## src/design/mtd_pkg.sv

```systemverilog
// Shared types, constants and the code-to-character table for the Morse
// timing decoder. No dependencies.
package mtd_pkg;

  localparam int SAMPLE_W     = 12;
  localparam int CFG_DATA_W   = 16;
  localparam int CFG_IDX_W    = 3;
  localparam int CHAR_W       = 7;
  localparam int SYM_BITS_W   = 5;
  localparam int SYM_CNT_W    = 3;
  localparam int COUNT_BITS_DEF = 16;

  localparam logic [SYM_CNT_W-1:0] MAX_SYMBOLS  = 3'd5;
  localparam logic [SYM_CNT_W-1:0] SYM_OVERLONG = 3'd6;

  localparam logic [SAMPLE_W-1:0]   LEVEL_THRESHOLD_RST = 12'd72;
  localparam logic [CFG_DATA_W-1:0] DOT_LIMIT_RST       = 16'd30;
  localparam logic [CFG_DATA_W-1:0] CHAR_GAP_RST        = 16'd60;
  localparam logic [CFG_DATA_W-1:0] WORD_GAP_RST        = 16'd120;
  localparam logic [CFG_DATA_W-1:0] END_GAP_RST         = 16'd300;

  localparam logic [CHAR_W-1:0] CHAR_SPACE = 7'h20;
  localparam logic [CHAR_W-1:0] CHAR_NONE  = 7'h00;

  typedef enum logic [CFG_IDX_W-1:0] {
    REG_LEVEL_THRESHOLD = 3'd0,
    REG_DOT_LIMIT       = 3'd1,
    REG_CHAR_GAP        = 3'd2,
    REG_WORD_GAP        = 3'd3,
    REG_END_GAP         = 3'd4
  } mtd_reg_idx_t;

  typedef struct packed {
    logic [SAMPLE_W-1:0]   level_threshold;
    logic [CFG_DATA_W-1:0] dot_limit_ticks;
    logic [CFG_DATA_W-1:0] char_gap_ticks;
    logic [CFG_DATA_W-1:0] word_gap_ticks;
    logic [CFG_DATA_W-1:0] end_gap_ticks;
  } mtd_cfg_t;

  typedef struct packed {
    logic [CHAR_W-1:0] character;
    logic              last;
  } mtd_result_t;

  // Up to two results produced by one sample, in delivery order.
  typedef struct packed {
    logic [1:0]  count;
    mtd_result_t res0;
    mtd_result_t res1;
  } mtd_push_t;

  // Index is the leading one (code length marker) followed by the code bits,
  // first symbol most significant, dash = 1. Zero means an unknown code.
  function automatic logic [CHAR_W-1:0] decode_char(input logic [5:0] idx);
    logic [CHAR_W-1:0] ch;
    case (idx)
      6'd2:  ch = 7'h45; // E
      6'd3:  ch = 7'h54; // T
      6'd4:  ch = 7'h49; // I
      6'd5:  ch = 7'h41; // A
      6'd6:  ch = 7'h4E; // N
      6'd7:  ch = 7'h4D; // M
      6'd8:  ch = 7'h53; // S
      6'd9:  ch = 7'h55; // U
      6'd10: ch = 7'h52; // R
      6'd11: ch = 7'h57; // W
      6'd12: ch = 7'h44; // D
      6'd13: ch = 7'h4B; // K
      6'd14: ch = 7'h47; // G
      6'd15: ch = 7'h4F; // O
      6'd16: ch = 7'h48; // H
      6'd17: ch = 7'h56; // V
      6'd18: ch = 7'h46; // F
      6'd20: ch = 7'h4C; // L
      6'd22: ch = 7'h50; // P
      6'd23: ch = 7'h4A; // J
      6'd24: ch = 7'h42; // B
      6'd25: ch = 7'h58; // X
      6'd26: ch = 7'h43; // C
      6'd27: ch = 7'h59; // Y
      6'd28: ch = 7'h5A; // Z
      6'd29: ch = 7'h51; // Q
      6'd32: ch = 7'h35; // 5
      6'd33: ch = 7'h34; // 4
      6'd35: ch = 7'h33; // 3
      6'd39: ch = 7'h32; // 2
      6'd47: ch = 7'h31; // 1
      6'd48: ch = 7'h36; // 6
      6'd56: ch = 7'h37; // 7
      6'd60: ch = 7'h38; // 8
      6'd62: ch = 7'h39; // 9
      6'd63: ch = 7'h30; // 0
      default: ch = CHAR_NONE;
    endcase
    return ch;
  endfunction

endpackage

```

## src/design/mtd_cfg_regs.sv

```systemverilog
// Configuration register bank of the Morse timing decoder.
// Depends on mtd_pkg.
module mtd_cfg_regs
  import mtd_pkg::*;
(
  input  logic                  clk,
  input  logic                  rst_n,
  input  logic                  wr_en,
  input  logic [CFG_IDX_W-1:0]  wr_index,
  input  logic [CFG_DATA_W-1:0] wr_data,
  output mtd_cfg_t              cfg
);

  mtd_cfg_t cfg_r, cfg_nxt;

  always_comb begin
    cfg_nxt = cfg_r;
    if (wr_en) begin
      case (mtd_reg_idx_t'(wr_index))
        REG_LEVEL_THRESHOLD: cfg_nxt.level_threshold = wr_data[SAMPLE_W-1:0];
        REG_DOT_LIMIT:       cfg_nxt.dot_limit_ticks = wr_data;
        REG_CHAR_GAP:        cfg_nxt.char_gap_ticks  = wr_data;
        REG_WORD_GAP:        cfg_nxt.word_gap_ticks  = wr_data;
        REG_END_GAP:         cfg_nxt.end_gap_ticks   = wr_data;
        default:             cfg_nxt = cfg_r;
      endcase
    end
  end

  always_ff @(posedge clk) begin
    if (!rst_n) begin
      cfg_r.level_threshold <= LEVEL_THRESHOLD_RST;
      cfg_r.dot_limit_ticks <= DOT_LIMIT_RST;
      cfg_r.char_gap_ticks  <= CHAR_GAP_RST;
      cfg_r.word_gap_ticks  <= WORD_GAP_RST;
      cfg_r.end_gap_ticks   <= END_GAP_RST;
    end else begin
      cfg_r <= cfg_nxt;
    end
  end

  assign cfg = cfg_r;

endmodule

```

## src/design/mtd_step.sv

```systemverilog
// Input register, decoder state and the single-pass step logic that turns
// one sample into zero, one or two results. Depends on mtd_pkg.
module mtd_step
  import mtd_pkg::*;
#(
  parameter int COUNT_BITS = COUNT_BITS_DEF
)(
  input  logic                clk,
  input  logic                rst_n,
  input  logic                in_valid,
  output logic                in_stall,
  input  logic [SAMPLE_W-1:0] in_sample,
  input  mtd_cfg_t            cfg,
  input  logic                room,
  output logic                push_en,
  output mtd_push_t           push
);

  localparam int CMP_W = (COUNT_BITS > CFG_DATA_W) ? COUNT_BITS : CFG_DATA_W;
  localparam logic [COUNT_BITS-1:0] COUNT_MAX = {COUNT_BITS{1'b1}};

  logic                  in_valid_r, in_valid_nxt;
  logic [SAMPLE_W-1:0]   sample_r;
  logic                  level_on_r, level_on_nxt;
  logic [COUNT_BITS-1:0] ticks_r, ticks_nxt;
  logic [SYM_BITS_W-1:0] bits_r, bits_nxt;
  logic [SYM_CNT_W-1:0]  cnt_r, cnt_nxt;

  logic              fire, take;
  logic              level;
  logic [COUNT_BITS-1:0] elapsed;
  logic [CMP_W-1:0]  elapsed_x;
  logic [5:0]        code_idx;
  logic [CHAR_W-1:0] flush_ch;
  logic              flush_ok;
  logic              do_flush;

  assign fire     = in_valid_r && room;
  assign in_stall = in_valid_r && !room;
  assign take     = in_valid && !in_stall;
  assign push_en  = fire;

  always_comb begin
    level     = sample_r > cfg.level_threshold;
    elapsed   = (ticks_r == COUNT_MAX) ? ticks_r : ticks_r + 1'b1;
    elapsed_x = CMP_W'(elapsed);
    // A valid code of n symbols sits in the low n bits; the marker sits above.
    code_idx  = (6'd1 << cnt_r) | {1'b0, bits_r};
    flush_ch  = decode_char(code_idx);
    flush_ok  = (cnt_r != '0) && (cnt_r <= MAX_SYMBOLS) && (flush_ch != CHAR_NONE);

    level_on_nxt = level_on_r;
    ticks_nxt    = elapsed;
    bits_nxt     = bits_r;
    cnt_nxt      = cnt_r;
    do_flush     = 1'b0;
    push         = '0;

    if (level != level_on_r) begin
      level_on_nxt = level;
      ticks_nxt    = '0;
      if (level) begin
        if (elapsed_x >= CMP_W'(cfg.word_gap_ticks)) begin
          do_flush = 1'b1;
          if (flush_ok) begin
            push.count = 2'd2;
            push.res0  = '{character: flush_ch, last: 1'b0};
            push.res1  = '{character: CHAR_SPACE, last: 1'b1};
          end else begin
            push.count = 2'd1;
            push.res0  = '{character: CHAR_SPACE, last: 1'b1};
          end
        end else if (elapsed_x >= CMP_W'(cfg.char_gap_ticks)) begin
          do_flush   = 1'b1;
          push.count = {1'b0, flush_ok};
          push.res0  = '{character: flush_ch, last: 1'b1};
        end
      end else begin
        if (cnt_r < MAX_SYMBOLS) begin
          bits_nxt = {bits_r[SYM_BITS_W-2:0],
                      !(elapsed_x < CMP_W'(cfg.dot_limit_ticks))};
          cnt_nxt  = cnt_r + 1'b1;
        end else begin
          cnt_nxt  = SYM_OVERLONG;
        end
      end
    end else if (!level && (elapsed_x >= CMP_W'(cfg.end_gap_ticks))) begin
      ticks_nxt  = '0;
      do_flush   = 1'b1;
      push.count = {1'b0, flush_ok};
      push.res0  = '{character: flush_ch, last: 1'b1};
    end

    if (do_flush) begin
      bits_nxt = '0;
      cnt_nxt  = '0;
    end

    in_valid_nxt = take ? 1'b1 : (fire ? 1'b0 : in_valid_r);
  end

  always_ff @(posedge clk) begin
    if (!rst_n) begin
      in_valid_r <= 1'b0;
      level_on_r <= 1'b0;
      ticks_r    <= '0;
      bits_r     <= '0;
      cnt_r      <= '0;
    end else begin
      in_valid_r <= in_valid_nxt;
      if (fire) begin
        level_on_r <= level_on_nxt;
        ticks_r    <= ticks_nxt;
        bits_r     <= bits_nxt;
        cnt_r      <= cnt_nxt;
      end
    end
  end

  always_ff @(posedge clk) begin
    if (take) begin
      sample_r <= in_sample;
    end
  end

endmodule

```

## src/design/mtd_out_fifo.sv

```systemverilog
// Four-entry result queue that takes up to two results per cycle and hands
// out one per cycle while out_stall is low. Depends on mtd_pkg.
module mtd_out_fifo
  import mtd_pkg::*;
(
  input  logic              clk,
  input  logic              rst_n,
  input  logic              push_en,
  input  mtd_push_t         push,
  output logic              room,
  output logic              out_valid,
  input  logic              out_stall,
  output logic [CHAR_W-1:0] out_character,
  output logic              out_last
);

  mtd_result_t entry_r [4];
  logic [1:0] wr_ptr_r, wr_ptr_nxt;
  logic [1:0] rd_ptr_r, rd_ptr_nxt;
  logic [2:0] count_r, count_nxt;
  logic [1:0] push_n;
  logic       pop;

  assign push_n    = push_en ? push.count : 2'd0;
  assign out_valid = count_r != 3'd0;
  assign pop       = out_valid && !out_stall;
  // Two free slots are kept for every sample, whatever it produces.
  assign room      = count_r <= 3'd2;

  always_comb begin
    wr_ptr_nxt = wr_ptr_r + push_n;
    rd_ptr_nxt = rd_ptr_r + {1'b0, pop};
    count_nxt  = count_r + {1'b0, push_n} - {2'b0, pop};
  end

  always_ff @(posedge clk) begin
    if (!rst_n) begin
      wr_ptr_r <= '0;
      rd_ptr_r <= '0;
      count_r  <= '0;
    end else begin
      wr_ptr_r <= wr_ptr_nxt;
      rd_ptr_r <= rd_ptr_nxt;
      count_r  <= count_nxt;
    end
  end

  always_ff @(posedge clk) begin
    if (push_n != 2'd0) begin
      entry_r[wr_ptr_r] <= push.res0;
    end
    if (push_n == 2'd2) begin
      entry_r[wr_ptr_r + 2'd1] <= push.res1;
    end
  end

  assign out_character = entry_r[rd_ptr_r].character;
  assign out_last      = entry_r[rd_ptr_r].last;

endmodule

```

## src/design/morse_timing_decoder.sv

```systemverilog
// Morse timing decoder: one converter sample per request in, decoded ASCII out.
// A sample accepted into the input register is decoded as it leaves, which waits
// for room in the result queue; the queue then offers its first result. Throughput:
// one sample per cycle while the queue has room; one result out per cycle while
// out_stall is low, and a sample that yields a letter and a space takes a turn for each.
// Reset (rst_n low, synchronous) restores register defaults, empties the queue.
//
// Structure: an input register holds the sample; a single combinational pass
// compares it with the threshold, advances the saturating tick counter, and
// updates the pending dot/dash code, decoding it through a constant table when
// a gap closes the character. Results land in a small queue, which also gives
// the skid room so input keeps flowing while results wait on out_stall, till full.
// Depends on mtd_pkg, mtd_cfg_regs, mtd_step and mtd_out_fifo.
module morse_timing_decoder
  import mtd_pkg::*;
#(
  parameter int COUNT_BITS = COUNT_BITS_DEF
)(
  input  logic                  clk,
  input  logic                  rst_n,
  // Sample requests.
  input  logic                  in_valid,
  output logic                  in_stall,
  input  logic [SAMPLE_W-1:0]   in_sample,
  // Result requests.
  output logic                  out_valid,
  input  logic                  out_stall,
  output logic [CHAR_W-1:0]     out_character,
  output logic                  out_last,
  // Register writes.
  input  logic                  cfg_valid,
  output logic                  cfg_ready,
  input  logic [CFG_IDX_W-1:0]  cfg_index,
  input  logic [CFG_DATA_W-1:0] cfg_data
);

  mtd_cfg_t  cfg;
  mtd_push_t push;
  logic      push_en;
  logic      room;

  // Register writes are always taken; indexes past the list are dropped.
  assign cfg_ready = 1'b1;

  mtd_cfg_regs u_cfg (
    .clk      (clk),
    .rst_n    (rst_n),
    .wr_en    (cfg_valid && cfg_ready),
    .wr_index (cfg_index),
    .wr_data  (cfg_data),
    .cfg      (cfg)
  );

  mtd_step #(
    .COUNT_BITS (COUNT_BITS)
  ) u_step (
    .clk       (clk),
    .rst_n     (rst_n),
    .in_valid  (in_valid),
    .in_stall  (in_stall),
    .in_sample (in_sample),
    .cfg       (cfg),
    .room      (room),
    .push_en   (push_en),
    .push      (push)
  );

  mtd_out_fifo u_fifo (
    .clk           (clk),
    .rst_n         (rst_n),
    .push_en       (push_en),
    .push          (push),
    .room          (room),
    .out_valid     (out_valid),
    .out_stall     (out_stall),
    .out_character (out_character),
    .out_last      (out_last)
  );

endmodule

```

## config.mk

```make
export PLATFORM = sky130hd
export DESIGN_NAME = morse_timing_decoder
export DESIGN_NICKNAME = d
export VERILOG_FILES = /design/src/design/mtd_pkg.sv /design/src/design/mtd_cfg_regs.sv /design/src/design/mtd_step.sv /design/src/design/mtd_out_fifo.sv /design/src/design/morse_timing_decoder.sv
export SDC_FILE = /design/constraint.sdc
export NUM_CORES = 1
export LEC_CHECK = 0
export BUFFER_PORTS_ARGS = -buffer_cell sky130_fd_sc_hd__buf_2
export CAP_MARGIN = 10
export CORE_UTILIZATION = 45
export CTS_CLUSTER_SIZE = 25
export DETAILED_ROUTE_END_ITERATION = 16
export GPL_ROUTABILITY_DRIVEN = 0
export GPL_TIMING_DRIVEN = 1
export PLACE_DENSITY_LB_ADDON = 0.1
export SYNTH_ARGS = -nofsm -noshare
export SYNTH_HDL_FRONTEND = slang
export SYNTH_SLANG_ARGS = --single-unit
export TNS_END_PERCENT = 30
```

## constraint.sdc

```tcl
create_clock -name clk -period 9.6 [get_ports clk]
set_input_delay 1.44 -clock clk [delete_from_list [all_inputs] [get_ports clk]]
set_output_delay 1.44 -clock clk [all_outputs]
set_load 0.1 [all_outputs]
```

==> impl_metrics.json, run 1 <==
{
  "endpoint_kind": "flop",
  "cp_common_cell": "ha_1",
  "nets": 1232,
  "status": "completed",
  "antenna_found_initial": 0,
  "yosys_warnings": 0,
  "synth_top_cell_area_share_pct": 28.6,
  "skew_ns": 0.0135,
  "seqPwrFrac_pct": 43.5,
  "final_cell_mix": "193 x nand2_1, 133 x dfxtp_1, 95 x inv_1",
  "cts_tree": "built",
  "postCtsResizedCells": 0,
  "ys_ff_latch": 153,
  "synth_area_leaders": "dfxtp_1 29%, ha_1 12%, nand2_1 7.8%",
  "dieArea_mm2": 0.0213,
  "num_rows": 52,
  "netlist_area_mm2": 0.00933,
  "chipHeight_um": 146,
  "grt_remaining_overflow": 0,
  "p_sw_share_pct": 30.0,
  "slowest_stage": "a211oi_1",
  "grt.met2_usage_pct": 36.9,
  "insertion_delay_ns": 0.43,
  "period_share_pct": 57.3,
  "synth.net_count": 1213,
  "core_area_mm2": 0.0203,
  "fin_crit_ns": 5.50,
  "dp_hpwl_um": 16600,
  "pwr-share-clk_pct": 41.3,
  "setup_violations": 0,
  "clk_pin_slew_ns": 0.07,
  "dp_slack_ns": 4.16,
  "met3_usage_pct": 4.08,
  "timing.final.ws_setup_ns": 4.10,
  "peakVddDrop_uv": 115,
  "cp.arrival_ns": 5.82,
  "startpoint_type": "flop",
  "grt_max_degree": 115,
  "mostFrequentLayoutCell": "nand2_1",
  "critPathMaxFanout": 9,
  "grt-busiest-layer": "met2",
  "slew-limit-headroom_pct": 21.9,
  "grt_pass1_vias": 7244,
  "drive_gt1_share_pct": 10.8,
  "wl_um": 23400,
  "grt_pass1_wl_um": 38400,
  "multi_input_area_mm2": 0.00544,
  "fp.dieW_um": 146,
  "intPower_w": 0.00111,
  "rsz0062_at_grt": "false",
  "grtUsageMet1_pct": 30.7,
  "slowest_delay_ns": 0.56,
  "yosysTopAreaCell": "dfxtp_1",
  "post_cts_buffers": 0,
  "synth_edf_count": 20,
  "final-seq-area_mm2": 0.00326,
  "htreeDepth": 4,
  "syn-mean-instance-area_um2": 8.61,
  "vias": 7595,
  "fin_setup_tns_ns": 0,
  "ctsHoldBuffers": 0,
  "root_buffer": "clkbuf_16",
  "viasPerCell": 5.48,
  "worstPathCellList": "ha_1 -> nand2_1 -> nor2_1 -> nand3_1 -> and4_1 -> and3_1 -> and3_1 -> xor2_1 -> ha_1 -> nand4_1 -> nor3_1 -> or3_1 -> a211oi_1 -> nor2_1 -> o32ai_1 -> and2_1 -> ha_1 -> inv_1 -> fa_1 -> xor2_1 -> xnor2_1 -> and2_1",
  "p_comb_share_pct": 15.2,
  "port_buffers": 45,
  "crit_type": "flop to flop",
  "antennaDiodeCount": 0,
  "numCtsBuffers": 17,
  "drtAntennaViolNets": 0,
  "drv_cap": 0,
  "clock-sinks": 153,
  "required_ns": 9.92,
  "p_leak_nw": 4.18,
  "hold_path_class": "flop to flop",
  "ys.flop_type": "dfxtp_1",
  "max_freq_mhz": 182,
  "finalMaxSlewViolations": 0,
  "area_growth_pct": 9.62,
  "synthCells": 1083,
  "ios": 47,
  "clockBufferDepth": 2,
  "tightest_slew_ns": 1.17,
  "finalPower_w": 0.00159,
  "drt_iter0_drc": 389,
  "critPathBufInv": 1,
  "first_pass_iters": 5,
  "p_per_area_mw_per_mm2": 156,
  "p_switching_w": 0.000478,
  "initial_core_util_pct": 45.9,
  "detail_route.wl_per_cell_um": 16.9,
  "fill_cells": 2000,
  "async_reset_ff_share_pct": 0,
  "grt_usage_pct": 22.8,
  "hold_viol_final": 0,
  "drc": 0,
  "crit_family": "simple AND/OR/NAND/NOR gates",
  "synth_cell_type_count": 86,
  "yosysSeqAreaShare_pct": 35.0
}
-- worst reg2reg max path, cell delays in order, from the launching register on --
cell and delay [ns]:
dfxtp_1 0.41, ha_1 0.24, nand2_1 0.13, nor2_1 0.11, nand3_1 0.28, and4_1 0.38, and3_1 0.21, and3_1 0.18
xor2_1 0.36, ha_1 0.32, nand4_1 0.14, nor3_1 0.07, or3_1 0.30, a211oi_1 0.56, nor2_1 0.11, o32ai_1 0.36
and2_1 0.25, ha_1 0.15, inv_1 0.04, fa_1 0.36, xor2_1 0.16, xnor2_1 0.12, and2_1 0.15
-- layout make-up --
| cell class | count | share of cell area (%) |
|---|---|---|
| clock inverter | 14 | 1.33 |
| clock buffer | 18 | 4.20 |
| inverter | 95 | 3.49 |
| sequential | 153 | 31.9 |
| tap | 270 | 3.30 |
| multi-input combinational | 785 | 53.2 |
| timing repair buffer | 50 | 2.57 |
-- power by group through the flow --
stage / logic (W) / registers [W] / clock network, W
global placement: 0.000242 / 0.000706 / 0
CTS: 0.000244 / 0.000692 / 0.000670
detailed placement: 0.000244 / 0.000707 / 0
finish: 0.000243 / 0.000692 / 0.000656
global route: 0.000267 / 0.000696 / 0.000698
floorplan: 0.000196 / 0.000693 / 0
-- per-layer routing --
metal,vias up,wire length (um),part of all wire [%]
met1,3538,11300,48
met2,151,10800,46
li1,3869,-,-
met5,-,0,0
met3,37,809,3.5
met4,0,486,2.1
-- stage by stage --
step / utilization [%] / area (um2) / hold slack (ns) / cells
global route: 50.4 / 10200 / 0.481 / 1385
CTS: 50.4 / 10200 / 0.456 / 1385
finish: 50.4 / 10200 / 0.450 / 1385
global placement: 47.6 / 9660 / 0.441 / 1353
detailed placement: 47.6 / 9660 / 0.440 / 1353
floorplan: - / 9330 / 0.421 / 1083
-- sequential cells by signal (all words and copies together) (netlist names) --
register / flops
u_step.level_on_r: 1
u_fifo.wr_ptr_r: 2
u_step.cnt_r: 3
u_step.sample_r: 12
u_step.ticks_r: 16
u_step.bits_r: 5
u_fifo.rd_ptr_r: 2
u_fifo.count_r: 3
u_fifo.entry_r: 32
u_step.in_valid_r: 1
u_cfg.cfg: 76
-- cell families after synthesis --
logic type,share of synthesized area (%)
and+or+nand+nor,19.3
AOI/OAI and AO/OA,21.6
DFF,35.0
buffers and inverters,6.82
adders and majority gates,12.7
muxes,3.02
xor gates and xnor gates,1.50
other,0.0402
-- cells in the mapped netlist, types with 7 or more instances --
master / n
mux2i_1: 9
nand3_1: 38
and2_1: 13
a31oi_1: 10
nor2b_1: 13
o21ai_0: 26
xor2_1: 9
clkbuf_1: 34
o31ai_1: 7
a211oi_1: 9
o211ai_1: 22
edfxtp_1: 20
nand2b_1: 8
a21o_1: 20
o2bb2ai_1: 9
ha_1: 93
dfxtp_1: 133
nand2_1: 193
nor3_1: 19
nor2_1: 40
mux4_2: 8
and3_1: 8
a21oi_1: 31
nand4_1: 14
a21boi_0: 74
o21a_1: 8
inv_1: 95
xnor2_1: 7
-- worst paths after layout --
kind | slack, ns | cells after the start | from | to
setup / recovery | 4.10 | 22 | u_step.ticks_r[0] | u_fifo.count_r[2]
hold reg to reg | 0.45 | 1 | u_fifo.entry_r[3][3] | u_fifo.entry_r[3][3]
hold / removal | 0.45 | 1 | u_fifo.entry_r[3][3] | u_fifo.entry_r[3][3]
setup reg to reg | 4.10 | 22 | u_step.ticks_r[0] | u_fifo.count_r[2]
No activity file was read; power rests on OpenSTA's default activity.
==> run 2: changes to the inputs <==
Settings changed: ABC_AREA set to 1.
Clock period 9.6 ns to 5.4 ns, I/O delays scaled along.
==> run 2 against run 1 <==
Net effect: sequential share of layout area up 1.4 points; count of clock-buffer cells in the layout unchanged; routed wire length down 10%; area after synthesis down 5.5%; core utilization up 1.4 points; sequential power up 81%; critical path type unchanged; critical endpoint is now u_fifo.entry_r[1][6].
==> impl_metrics.json, run 2 <==
{
  "peakVddDrop_uv": 220,
  "largest_reg_flops": 76,
  "fin_setup_tns_ns": 0,
  "wl_um": 21000,
  "worstPathCellList": "ha_1 -> inv_1 -> nor3_2 -> nand2_1 -> nor2_1 -> nand3_1 -> o21ai_0 -> ha_1 -> a21oi_1 -> o21a_1 -> nor2_1 -> o21ai_0 -> nand3_1 -> nand3_2 -> nand2_1 -> nand2_1 -> nand3_2 -> nand2_2 -> buf_4 -> nand2_2 -> nand2_1",
  "grt_max_degree": 82,
  "worstHoldEndpoint": "u_cfg.cfg[68]",
  "synth_edf_count": 20,
  "antenna_found_initial": 2,
  "ys.flop_type": "dfxtp_1",
  "core_area_mm2": 0.0190,
  "num_rows": 50,
  "root_buffer": "clkbuf_16",
  "dp.cells": 1478,
  "yosysTopAreaCell": "dfxtp_1",
  "critPathBufInv": 2,
  "htreeDepth": 4,
  "startpoint_type": "flop",
  "nets": 1368,
  "synthMuxAreaShare_pct": 0,
  "clock-sinks": 153,
  "synth_area_leaders": "dfxtp_1 30%, ha_1 13%, nand2_1 9.5%",
  "slew-limit-headroom_pct": 31.4,
  "synth_cell_type_count": 39,
  "cp_common_cell": "nand2_1",
  "crit_family": "simple AND/OR/NAND/NOR gates",
  "synth_top_cell_area_share_pct": 30.2,
  "initial_core_util_pct": 46.5,
  "clockBufferDepth": 2,
  "fin_crit_ns": 4.63,
  "grt_remaining_overflow": 0,
  "post_cts_buffers": 0,
  "timing.rr.start": "u_step.ticks_r[0]",
  "fp.dieW_um": 142,
  "min_from": "u_cfg.cfg[68]",
  "syn-mean-instance-area_um2": 7.31,
  "grt_usage_pct": 22.2,
  "p_per_area_mw_per_mm2": 335,
  "clk_pin_slew_ns": 0.07,
  "ff2ff_path_depth": 21,
  "yosysSeqAreaShare_pct": 37.0,
  "synth_common_cells": "223 x nand2_1, 162 x inv_1, 148 x a21oi_1",
  "synth_xor_area_share_pct": 1.29,
  "fill_cells": 1897,
  "mostFrequentLayoutCell": "nand2_1",
  "tightest_slew_ns": 1.03,
  "max_freq_mhz": 216,
  "rsz0062_at_grt": "false",
  "grt_pass1_vias": 7042,
  "setup_violations": 0,
  "hold_path_class": "flop to flop",
  "final-seq-area_mm2": 0.00326,
  "synth-compound-area-share_pct": 18.0,
  "port_buffers": 45,
  "finalMaxSlewViolations": 0,
  "dieArea_mm2": 0.0201,
  "synthAdderAreaFrac_pct": 13.4,
  "p_leak_nw": 4.61,
  "endpoint_kind": "flop",
  "drive_gt1_share_pct": 8.47,
  "postCtsResizedCells": 0,
  "cts_tree": "built",
  "grt_pass1_wl_um": 35200,
  "chipHeight_um": 142,
  "rrSetupSlack_ns": 0.77,
  "cp.arrival_ns": 4.77,
  "ys_ff_latch": 153,
  "reg2reg_to": "u_fifo.entry_r[1][6]",
  "layout.cells.non_filler": 1512,
  "required_ns": 5.54,
  "synth_top_family_by_area": "simple AND/OR/NAND/NOR gates",
  "hold_viol_final": 0,
  "drtAntennaViolNets": 0,
  "synthCells": 1205,
  "netlist_area_mm2": 0.00881,
  "dp_hpwl_um": 15400,
  "status": "completed",
  "detail_route.wl_per_cell_um": 13.9,
  "synth-simple-area-share_pct": 20.8,
  "numCtsBuffers": 17,
  "synth.net_count": 1335,
  "skew_ns": 0.0106,
  "drt_iter0_drc": 374,
  "final_cell_mix": "223 x nand2_1, 162 x inv_1, 148 x a21oi_1",
  "slowest_stage": "o21ai_0",
  "insertion_delay_ns": 0.43,
  "drv_cap": 0,
  "vias": 7590,
  "slowest_delay_ns": 0.60,
  "ctsHoldBuffers": 0,
  "multi_input_area_mm2": 0.00471,
  "hold_depth": 2,
  "drc": 0,
  "area_growth_pct": 11.3,
  "ios": 47,
  "synth.most_common_cell": "nand2_1",
  "yosys_warnings": 0,
  "first_pass_iters": 5,
  "async_reset_ff_share_pct": 0,
  "period_share_pct": 85.7,
  "crit_type": "flop to flop",
  "critPathMaxFanout": 25,
  "viasPerCell": 5.02
}
## run 2: through the flow
stage | hold slack (ns) | setup WS [ns] | util, % | power, W | instance area [um2]
floorplan | 0.435 | 1.55 | - | 0.00196 | 8810
global placement | 0.451 | 0.890 | 48.7 | 0.00211 | 9220
detailed placement | 0.456 | 0.758 | 48.7 | 0.00212 | 9220
CTS | 0.466 | 0.753 | 51.7 | 0.00330 | 9800
global route | 0.488 | 0.177 | 51.7 | 0.00344 | 9810
finish | 0.460 | 0.772 | 51.7 | 0.00328 | 9810
## run 2: worst max-delay path by stage
| stage | startpoint | end | slack [ns] | depth (start not counted) |
|---|---|---|---|---|
| 2_1_floorplan | u_step.ticks_r[0] | u_fifo.count_r[2] | 1.55 | 23 |
| 3_3_place_gp | u_step.ticks_r[0] | u_fifo.entry_r[1][0] | 0.89 | 21 |
| 3_5_place_dp | u_step.ticks_r[0] | u_fifo.entry_r[1][6] | 0.76 | 21 |
| 4_1_cts | u_step.ticks_r[0] | u_fifo.entry_r[1][6] | 0.75 | 21 |
| 5_1_grt | u_step.ticks_r[1] | u_fifo.entry_r[2][6] | 0.18 | 20 |
| 6_report | u_step.ticks_r[0] | u_fifo.entry_r[1][6] | 0.77 | 21 |
## run 2: logic make-up after synthesis
family / Yosys count
AOI/OAI and AO/OA: 299
xor gates and xnor gates: 13
adders and majority gates: 94
buffers and inverters: 209
DFF: 153
other: 1
and+or+nand+nor: 436
## run 2: cell type report
| cell class | count | share of cell area, % |
|---|---|---|
| Antenna cell | 1 | 0.0255 |
| Clock buffer | 18 | 4.38 |
| Clock inverter | 14 | 1.49 |
| Inverter | 169 | 6.47 |
| Multi-Input combinational cell | 843 | 48.1 |
| Sequential cell | 153 | 33.3 |
| Tap cell | 260 | 3.32 |
| Timing Repair Buffer | 54 | 2.96 |
## run 2: metal layers
layer  GRT usage (%)  routed length (um)  up-vias
met5               0                  13        -
li1                -                   -     4053
met2            37.0                9600      114
met3            4.58                 674       19
met4            5.77                 261        2
met1            29.3               10500     3402
## run 2: tightest hold or removal path, cell delays in order (launching register included)
cell	delay (ns)
dfxtp_1	0.30
inv_1	0.06
a21oi_1	0.06
## run 2: power by group
group / leakage (nW) / switching, W / internal (W)
sequential: 1.29 / 0.0000431 / 0.00121
combinational: 3.05 / 0.000650 / 0.000188
clock: 0.274 / 0.000508 / 0.000683
